File: src/hw/rtl/frame_interval_window_stats_core_assert.svh
// Assertion macros for the frame interval statistics RTL.
// The checks are clocked on clk and held off while rst_n is low.
`ifndef FRAME_INTERVAL_WINDOW_STATS_CORE_ASSERT_SVH
`define FRAME_INTERVAL_WINDOW_STATS_CORE_ASSERT_SVH

// Same-cycle implication: whenever a holds, b holds too.
`define FIWS_ASSERT_IMP(lbl, a, b) \
  lbl: assert property (@(posedge clk) disable iff (!rst_n) (a) |-> (b)) \
    else $error("frame interval stats: same-cycle check failed");

// Next-cycle implication: whenever a holds, b holds in the next cycle.
`define FIWS_ASSERT_NXT(lbl, a, b) \
  lbl: assert property (@(posedge clk) disable iff (!rst_n) (a) |=> (b)) \
    else $error("frame interval stats: next-cycle check failed");

`endif

File: src/hw/rtl/fiws_pkg.sv
package fiws_pkg;

  // Window depth; it must be a power of two because the mean and the
  // variance divide by it with a shift.
  localparam int HISTORY_DEPTH = 16;
  localparam int HIST_AW       = $clog2(HISTORY_DEPTH);

  localparam int TS_W   = 32;
  localparam int INTV_W = 24;
  localparam int TGT_W  = 20;
  localparam int VAR_W  = 2 * INTV_W;
  localparam int CNT_W  = 32;
  localparam int SUM_W  = INTV_W + HIST_AW;
  localparam int ACC_W  = 2 * INTV_W + HIST_AW;
  localparam int VAR10_W = VAR_W + 4;

  localparam logic [TGT_W-1:0] TARGET_RESET = TGT_W'(16666);

  localparam logic OP_FRAME = 1'b0;
  localparam logic OP_CLEAR = 1'b1;

  localparam int STEP_W = 4;
  localparam logic [STEP_W-1:0] STEP_IDLE   = 4'd0;
  localparam logic [STEP_W-1:0] STEP_WRITE  = 4'd1;
  localparam logic [STEP_W-1:0] STEP_CLEAR  = 4'd2;
  localparam logic [STEP_W-1:0] STEP_LOOP   = 4'd3;
  localparam logic [STEP_W-1:0] STEP_DRAIN1 = 4'd4;
  localparam logic [STEP_W-1:0] STEP_DRAIN2 = 4'd5;
  localparam logic [STEP_W-1:0] STEP_VAR    = 4'd6;
  localparam logic [STEP_W-1:0] STEP_STAB   = 4'd7;
  localparam logic [STEP_W-1:0] STEP_OUT    = 4'd8;

  typedef enum logic [2:0] {
    JMP_NEXT,
    JMP_DISPATCH,
    JMP_LOOP,
    JMP_OUT,
    JMP_GOTO
  } jmp_t;

  typedef struct packed {
    logic              ack;
    logic              wr;
    logic              clr;
    logic              sq;
    logic              drain;
    logic              ld_var;
    logic              ld_stab;
    logic              ld_out;
    jmp_t              jmp;
    logic [STEP_W-1:0] target;
  } ucw_t;

  // Control from the sequencer to the datapath.
  typedef struct packed {
    logic acc_frame;
    logic acc_clear;
    logic wr;
    logic clr;
    logic sq;
    logic drain;
    logic ld_var;
    logic ld_stab;
    logic ld_out;
  } fiws_ctrl_t;

  // Status from the datapath back to the sequencer.
  typedef struct packed {
    logic cnt_last;
    logic out_busy;
  } fiws_stat_t;

  function automatic ucw_t fiws_ucode(input logic [STEP_W-1:0] pc);
    ucw_t w;
    w = '{ack: 1'b0, wr: 1'b0, clr: 1'b0, sq: 1'b0, drain: 1'b0, ld_var: 1'b0,
          ld_stab: 1'b0, ld_out: 1'b0, jmp: JMP_NEXT, target: STEP_IDLE};
    case (pc)
      STEP_IDLE: begin
        w.ack = 1'b1;
        w.jmp = JMP_DISPATCH;
      end
      STEP_WRITE:  w.wr = 1'b1;
      STEP_CLEAR:  w.clr = 1'b1;
      STEP_LOOP: begin
        w.sq     = 1'b1;
        w.jmp    = JMP_LOOP;
        w.target = STEP_LOOP;
      end
      STEP_DRAIN1: w.drain = 1'b1;
      STEP_DRAIN2: w.drain = 1'b1;
      STEP_VAR:    w.ld_var = 1'b1;
      STEP_STAB:   w.ld_stab = 1'b1;
      STEP_OUT: begin
        w.ld_out = 1'b1;
        w.jmp    = JMP_OUT;
        w.target = STEP_IDLE;
      end
      default: begin
        w.jmp    = JMP_GOTO;
        w.target = STEP_IDLE;
      end
    endcase
    return w;
  endfunction

endpackage

File: src/hw/rtl/fiws_seq.sv
module fiws_seq (
  input  logic                clk,
  input  logic                rst_n,
  input  logic                in_valid,
  input  logic                in_opcode,
  input  fiws_pkg::fiws_stat_t stat,
  output logic                ack,
  output fiws_pkg::fiws_ctrl_t ctrl
);
  import fiws_pkg::*;

  logic [STEP_W-1:0] pc_r, pc_nxt;
  ucw_t              cw;
  logic              accept;

  assign cw     = fiws_ucode(pc_r);
  assign ack    = cw.ack;
  assign accept = in_valid && cw.ack;

  always_comb begin
    ctrl.acc_frame = accept && (in_opcode == OP_FRAME);
    ctrl.acc_clear = accept && (in_opcode == OP_CLEAR);
    ctrl.wr        = cw.wr;
    ctrl.clr       = cw.clr;
    ctrl.sq        = cw.sq;
    ctrl.drain     = cw.drain;
    ctrl.ld_var    = cw.ld_var;
    ctrl.ld_stab   = cw.ld_stab;
    // A new result may only be loaded once the output register is free.
    ctrl.ld_out    = cw.ld_out && !stat.out_busy;
  end

  always_comb begin
    case (cw.jmp)
      JMP_NEXT:     pc_nxt = pc_r + 1'b1;
      JMP_DISPATCH: pc_nxt = (accept && (in_opcode == OP_FRAME)) ? pc_r + 1'b1 : pc_r;
      JMP_LOOP:     pc_nxt = stat.cnt_last ? pc_r + 1'b1 : cw.target;
      JMP_OUT:      pc_nxt = stat.out_busy ? pc_r : cw.target;
      JMP_GOTO:     pc_nxt = cw.target;
      default:      pc_nxt = STEP_IDLE;
    endcase
  end

  always_ff @(posedge clk) begin
    if (!rst_n) begin
      pc_r <= STEP_IDLE;
    end else begin
      pc_r <= pc_nxt;
    end
  end

endmodule

File: src/hw/rtl/fiws_dp.sv
module fiws_dp (
  input  logic                             clk,
  input  logic                             rst_n,
  input  fiws_pkg::fiws_ctrl_t             ctrl,
  output fiws_pkg::fiws_stat_t             stat,
  input  logic [fiws_pkg::TS_W-1:0]        in_timestamp,
  input  logic                             cfg_we,
  input  logic [fiws_pkg::TGT_W-1:0]       cfg_data,
  input  logic                             out_stall,
  output logic                             out_valid,
  output logic [fiws_pkg::INTV_W-1:0]      out_interval,
  output logic [fiws_pkg::INTV_W-1:0]      out_mean_interval,
  output logic [fiws_pkg::VAR_W-1:0]       out_interval_variance,
  output logic                             out_stable,
  output logic [fiws_pkg::CNT_W-1:0]       out_frame_count
);
  import fiws_pkg::*;

  logic [TGT_W-1:0]         target_r;
  logic [TS_W-1:0]          last_r;
  logic [CNT_W-1:0]         count_r;
  logic [INTV_W-1:0]        ring_r [HISTORY_DEPTH];
  logic [HISTORY_DEPTH-1:0] valid_r;
  logic [INTV_W-1:0]        fill_r;
  logic [HIST_AW-1:0]       widx_r;
  logic [HIST_AW-1:0]       cnt_r;
  logic [SUM_W-1:0]         sum_r;
  logic [INTV_W-1:0]        delta_r;
  logic [INTV_W-1:0]        d_r;
  logic [VAR_W-1:0]         prod_r;
  logic [ACC_W-1:0]         acc_r;
  logic [VAR_W-1:0]         var_r;
  logic                     stable_r;
  logic                     out_valid_r;

  logic [TS_W-1:0]    diff;
  logic [INTV_W-1:0]  delta;
  logic [HIST_AW-1:0] rd_addr;
  logic [INTV_W-1:0]  entry;
  logic [INTV_W-1:0]  mean;
  logic [INTV_W-1:0]  absdiff;
  logic [VAR10_W-1:0] var10;

  assign diff  = in_timestamp - last_r;
  assign delta = (|diff[TS_W-1:INTV_W]) ? {INTV_W{1'b1}} : diff[INTV_W-1:0];

  // One read port, shared by the old-entry fetch and the square walk.
  // Entries not written since the last fill read as the fill value.
  assign rd_addr = ctrl.wr ? widx_r : cnt_r;
  assign entry   = valid_r[rd_addr] ? ring_r[rd_addr] : fill_r;
  assign mean    = sum_r[SUM_W-1:HIST_AW];
  assign absdiff = (entry >= mean) ? (entry - mean) : (mean - entry);
  assign var10   = (VAR10_W'(var_r) << 3) + (VAR10_W'(var_r) << 1);

  assign stat.cnt_last = (cnt_r == HIST_AW'(HISTORY_DEPTH - 1));
  assign stat.out_busy = out_valid_r && out_stall;

  always_ff @(posedge clk) begin
    if (!rst_n) begin
      target_r    <= TARGET_RESET;
      last_r      <= '0;
      count_r     <= '0;
      valid_r     <= '0;
      fill_r      <= INTV_W'(TARGET_RESET);
      widx_r      <= '0;
      sum_r       <= SUM_W'(TARGET_RESET) << HIST_AW;
      out_valid_r <= 1'b0;
    end else begin
      if (cfg_we) begin
        target_r <= cfg_data;
      end
      if (ctrl.acc_clear) begin
        valid_r <= '0;
        fill_r  <= INTV_W'(target_r);
        sum_r   <= SUM_W'(target_r) << HIST_AW;
        widx_r  <= '0;
        count_r <= '0;
      end
      if (ctrl.acc_frame) begin
        last_r  <= in_timestamp;
        count_r <= count_r + 1'b1;
      end
      if (ctrl.wr) begin
        valid_r[widx_r] <= 1'b1;
        sum_r  <= sum_r - SUM_W'(entry) + SUM_W'(delta_r);
        widx_r <= (widx_r == HIST_AW'(HISTORY_DEPTH - 1)) ? '0 : widx_r + 1'b1;
      end
      if (ctrl.ld_out) begin
        out_valid_r <= 1'b1;
      end else if (out_valid_r && !out_stall) begin
        out_valid_r <= 1'b0;
      end
    end
  end

  always_ff @(posedge clk) begin
    if (ctrl.acc_frame) begin
      delta_r <= delta;
    end
    if (ctrl.wr) begin
      ring_r[widx_r] <= delta_r;
    end
    if (ctrl.clr) begin
      cnt_r  <= '0;
      d_r    <= '0;
      prod_r <= '0;
      acc_r  <= '0;
    end
    if (ctrl.sq || ctrl.drain) begin
      d_r    <= ctrl.sq ? absdiff : '0;
      prod_r <= VAR_W'(d_r) * VAR_W'(d_r);
      acc_r  <= acc_r + ACC_W'(prod_r);
    end
    if (ctrl.sq) begin
      cnt_r <= cnt_r + 1'b1;
    end
    if (ctrl.ld_var) begin
      var_r <= acc_r[ACC_W-1:HIST_AW];
    end
    if (ctrl.ld_stab) begin
      stable_r <= (var10 < VAR10_W'(target_r));
    end
    if (ctrl.ld_out) begin
      out_interval          <= delta_r;
      out_mean_interval     <= mean;
      out_interval_variance <= var_r;
      out_stable            <= stable_r;
      out_frame_count       <= count_r;
    end
  end

  assign out_valid = out_valid_r;

endmodule

File: src/hw/rtl/frame_interval_window_stats_core.sv
// Frame interval window statistics.
// Input channel (in_valid / in_stall, in_opcode, in_timestamp): a transaction with
// opcode frame carries a microsecond timestamp; opcode clear refills the window
// with the target period, zeroes the frame count and produces no result.
// Output channel (out_valid / out_stall): one transaction per frame with the
// interval, window mean, population variance, stable flag and frame count.
// Configuration channel (cfg_valid / cfg_ready, cfg_data): writes the 20-bit
// target period; cfg_ready is always high.
// The interval is taken at the accepting edge; then the write step updates the
// ring and running sum, the clear step clears the square pipe, the loop step
// walks the window entries one per cycle through a shared subtract, square and
// accumulate pipe, and two drain steps and three finish steps follow, the last
// of which loads the result. A clear is complete in the idle step that takes
// it. The next transaction is taken once the sequencer is back at its idle step,
// while the previous result may still wait at the output. If the receiver
// stalls, the result holds in the output register and the sequencer waits at
// its final step only when a second result is ready.
// Synchronous reset returns the target period to 16666, fills the window and
// mean with it, and clears the last timestamp and frame count.
module frame_interval_window_stats_core (
  input  logic                         clk,
  input  logic                         rst_n,
  input  logic                         in_valid,
  output logic                         in_stall,
  input  logic                         in_opcode,
  input  logic [fiws_pkg::TS_W-1:0]    in_timestamp,
  output logic                         out_valid,
  input  logic                         out_stall,
  output logic [fiws_pkg::INTV_W-1:0]  out_interval,
  output logic [fiws_pkg::INTV_W-1:0]  out_mean_interval,
  output logic [fiws_pkg::VAR_W-1:0]   out_interval_variance,
  output logic                         out_stable,
  output logic [fiws_pkg::CNT_W-1:0]   out_frame_count,
  input  logic                         cfg_valid,
  output logic                         cfg_ready,
  input  logic [fiws_pkg::TGT_W-1:0]   cfg_data
);
  import fiws_pkg::*;

  `include "frame_interval_window_stats_core_assert.svh"

  fiws_ctrl_t ctrl;
  fiws_stat_t stat;
  logic       ack;

  // The target period register accepts a write in any cycle.
  assign cfg_ready = 1'b1;
  // The block takes input transactions only at the sequencer's idle step.
  assign in_stall  = !ack;

  fiws_seq u_seq (
    .clk       (clk),
    .rst_n     (rst_n),
    .in_valid  (in_valid),
    .in_opcode (in_opcode),
    .stat      (stat),
    .ack       (ack),
    .ctrl      (ctrl)
  );

  fiws_dp u_dp (
    .clk                   (clk),
    .rst_n                 (rst_n),
    .ctrl                  (ctrl),
    .stat                  (stat),
    .in_timestamp          (in_timestamp),
    .cfg_we                (cfg_valid && cfg_ready),
    .cfg_data              (cfg_data),
    .out_stall             (out_stall),
    .out_valid             (out_valid),
    .out_interval          (out_interval),
    .out_mean_interval     (out_mean_interval),
    .out_interval_variance (out_interval_variance),
    .out_stable            (out_stable),
    .out_frame_count       (out_frame_count)
  );

  // A waiting result is never overwritten by the next one.
  `FIWS_ASSERT_IMP(a_no_overwrite, ctrl.ld_out, !(out_valid && out_stall))
  // A frame keeps the block busy in the cycle after it is taken.
  `FIWS_ASSERT_NXT(a_frame_busy, ctrl.acc_frame, in_stall)
  // A clear leaves the block ready again in the cycle after it is taken.
  `FIWS_ASSERT_NXT(a_clear_quick, ctrl.acc_clear, !in_stall)

endmodule
File: config.mk
export PLATFORM = sky130hd
export DESIGN_NAME = frame_interval_window_stats_core
export DESIGN_NICKNAME = d
export VERILOG_FILES = /design/src/hw/rtl/fiws_pkg.sv /design/src/hw/rtl/fiws_seq.sv /design/src/hw/rtl/fiws_dp.sv /design/src/hw/rtl/frame_interval_window_stats_core.sv
export VERILOG_INCLUDE_DIRS = /design/src /design/src/hw/rtl
export SDC_FILE = /design/constraint.sdc
export NUM_CORES = 2
export LEC_CHECK = 0
export ABC_AREA = 0
export BUFFER_PORTS_ARGS = -buffer_cell sky130_fd_sc_hd__buf_4
export CORE_UTILIZATION = 40
export CTS_CLUSTER_SIZE = 20
export DETAILED_ROUTE_END_ITERATION = 6
export PLACE_DENSITY = 0.61
export SETUP_SLACK_MARGIN = 0.3
export SLEW_MARGIN = 20
export SYNTH_ARGS = -nofsm -noshare
export SYNTH_HDL_FRONTEND = slang
export SYNTH_SLANG_ARGS = --single-unit
File: constraint.sdc
create_clock -name clk -period 10 [get_ports clk]
set_clock_uncertainty 0.1 [all_clocks]
set_input_delay 1.5 -clock clk [delete_from_list [all_inputs] [get_ports clk]]
set_output_delay 1.5 -clock clk [all_outputs]
set_load 0.01 [all_outputs]
==> flow_metrics.tcl <==
set metrics [dict create \
    multi_input_area_sq_mm 0.0315 \
    root_buffer "clkbuf_16" \
    cts_tree "built" \
    r2r-end "u_dp.prod_r[40]" \
    yosysMostFrequentCell "inv_1" \
    start_util_pct 40.4 \
    synthArstFlopShare_pct 0 \
    hp-start "u_dp.acc_r[43]" \
    wl_per_cell_microns 20.8 \
    antenna_found_initial 1 \
    path_class "reg2reg" \
    max_slew_margin_pct 21.5 \
    cts_buffer_depth 3 \
    cp.arrival_ps 8990 \
    synth_largest_area_cell "edfxtp_1" \
    period_minus_slack_ps 8670 \
    status "finished, violations left" \
    n_fill_cell 13700 \
    slew_violations 0 \
    yosysSeqAreaShare_pct 41.1 \
    synthTopCellsByArea "edfxtp_1 (36%), fa_1 (15%), ha_1 (8.5%)" \
    rr_startpoint "u_dp.d_r[7]" \
    cts.sinks 870 \
    drive_gt1_share_pct 9.90 \
    gp_congestion 0.902 \
    drv_cap 0 \
    drc_errors 2 \
    worstPathRequired_ps 10330 \
    cts_resized 0 \
    die-area_sq_mm 0.151 \
    post-cts-setup-buffer-count 0 \
    critPathMaxFanout 24 \
    htree_levels 3 \
    setup_violations 0 \
    grt_max_degree 119 \
    rsz0062_at_grt "no" \
    post-route-period-util_pct 86.7 \
    yosysTopAreaCellShare_pct 35.8 \
    routed_wl_microns 158000 \
    clkTransAtPathRegs_ps 60 \
    track_usage_pct 21.0 \
    synth.avg_cell_area_sq_um 11.0 \
    cts_hold_buf 0 \
    drt_iter0_drc 3401 \
    clk_latency_ps 720 \
    ys_seq_elements 870 \
    place_hpwl_microns 116000 \
    critPathCaptureType "flop" \
    grt_overflow_total 0 \
    min_path_cells 0 \
    syn-cell-area_sq_mm 0.0598 \
    grt_pass1_wl_microns 244000 \
    clock.fmax_mhz 115 \
    viasPerCell 5.34 \
    grt_pass1_vias 40800 \
    cts_buffers 95 \
    top_layer_used "met4" \
    postSynthCellCount 5458 \
    start_kind "flop" \
    seq_area_sq_mm 0.0246 \
    synth_edf_count 713 \
    synth_common_cells "inv_1 (797), edfxtp_1 (713), nand2_1 (526)" \
    met1_length_microns 71700 \
    die_w_microns 389 \
    fp-row-count 141 \
    post-route-cell-area_sq_mm 0.0666 \
    hp-class "reg2reg" \
    place.port_buffers 188 \
    antennaDiodeCount 0 \
    wl_met3_microns 11700 \
    pin_count 190 \
    fin_nets 6511 \
    yosysWarningCount 0 \
    hold_end "u_dp.var_r[39]" \
    synthToLayoutAreaGrowth_pct 11.4 \
    drt-pass1-iter-count 7 \
    synth_flop_cell "edfxtp_1" \
    ant_nets 0 \
    wl_met2_microns 71200 \
    core_sq_mm 0.148 \
    finalSetupTns_ps 0 \
    r2r_slack_ps 1330 \
    syn_nets 6371 \
    synth.distinct_cells 90 \
    chipHeight_microns 389 \
    hold_violations 0 \
    tightest_slew_ps 1180 \
    placement.cell_area_sq_mm 0.0635 \
    num_vias 40600 \
    r2r_cells 27 \
    violations "design-rule violations" \
]
-- state kept, by name (all words and copies together) (netlist names) --
register                    count
u_dp.last_r                    32
u_dp.count_r                   32
u_dp.out_interval              24
u_seq.pc_r                      4
u_dp.out_mean_interval         24
u_dp.var_r                     48
u_dp.out_frame_count           32
u_dp.out_valid                  1
u_dp.stable_r                   1
u_dp.cnt_r                      4
u_dp.sum_r                     28
u_dp.out_interval_variance     48
u_dp.fill_r                    20
u_dp.prod_r                    47
u_dp.delta_r                   24
u_dp.valid_r                   16
u_dp.out_stable                 1
u_dp.acc_r                     52
u_dp.target_r                  20
u_dp.widx_r                     4
u_dp.ring_r                   384
u_dp.d_r                       24
-- layer usage --
layer	global-route usage, %	vias up
li1	-	19000
met5	0	-
met4	5.27	0
met2	33.0	1253
met3	4.33	180
met1	29.6	20200
-- kinds of logic (layout without fill, tap and decap cells) --
kind of cell	count (synthesis)	after routing	share of synthesized area, %
simple gates	1400	1400	11.1
buf+inv	1018	1238	6.45
compound gates	939	939	9.95
flops	870	870	41.1
fa+ha+maj	855	855	23.5
xor+xnor	213	213	3.12
mux	162	162	4.82
other cells	1	1	0.00627
-- how the worst max path moves through the flow --
stage | depth (start not counted) | startpoint | slack (ps) | to
2_1_floorplan | 1 | out_stall | 1510 | u_dp.out_frame_count[0]
3_3_place_gp | 27 | u_dp.d_r[6] | 1490 | u_dp.prod_r[40]
3_5_place_dp | 27 | u_dp.d_r[6] | 1400 | u_dp.prod_r[40]
4_1_cts | 27 | u_dp.d_r[7] | 1360 | u_dp.prod_r[40]
5_1_grt | 27 | u_dp.d_r[7] | 900 | u_dp.prod_r[40]
6_report | 27 | u_dp.d_r[7] | 1330 | u_dp.prod_r[40]
-- worst max-delay path: stages, from the launching register on --
cell,delay (ps)
edfxtp_1,1120
nand2_1,280
fa_1,590
inv_1,50
fa_1,490
inv_1,50
fa_1,490
inv_1,60
fa_1,500
inv_1,50
fa_1,530
inv_1,50
fa_1,470
inv_1,50
fa_1,470
inv_1,50
ha_1,370
and4_1,260
and2_1,140
a22o_1,180
o31ai_1,460
a31oi_1,300
o211ai_1,300
nand2_1,160
o41ai_1,450
o31ai_1,140
xnor2_1,150
nor2_1,50
-- placed cells by master (no fill, tap or decap), types with 41 or more instances in the layout --
cell       synthesis  routed
ha_1             404     404
a21oi_1          323     322
nor2_1           286     278
and3_1            41      41
nand3_1           95      95
a21o_1            85      85
o21ai_0          140     140
xor2_1           108     107
mux4_2           100     100
nand2_1          526     524
buf_4              3     247
nor3_1            71      67
dfxtp_1          157     157
xnor2_1          105     104
clkbuf_16          0      96
fa_1             451     451
mux2i_1           57      54
edfxtp_1         713     713
nor2b_1           50      50
a31oi_1           60      60
inv_1            797     797
a211oi_1          62      62
and2_1           177     178
-- metrics by stage --
stage / worst slack, ps / std cells / hold WS [ps] / utilization (%)
final: 1330 / 7608 / 331 / 45.0
after floorplan: 1510 / 5458 / 300 / -
after CTS: 1360 / 7607 / 328 / 45.0
after global placement: 1490 / 7430 / 306 / 42.9
after global routing: 901 / 7608 / 351 / 45.0
after detailed placement: 1400 / 7430 / 325 / 42.9
-- cell type report --
class	count	area share (%)
clock buffer	125	3.83
clock inverter	52	0.866
inverter	810	4.56
timing repair buffer	251	2.90
tap	1930	3.63
sequential	870	36.9
multi-input combinational	3570	47.4
Power is left out: the tool's default activity adds up to more than one toggle a clock period on the data nets, which glitch-free logic cannot reach.
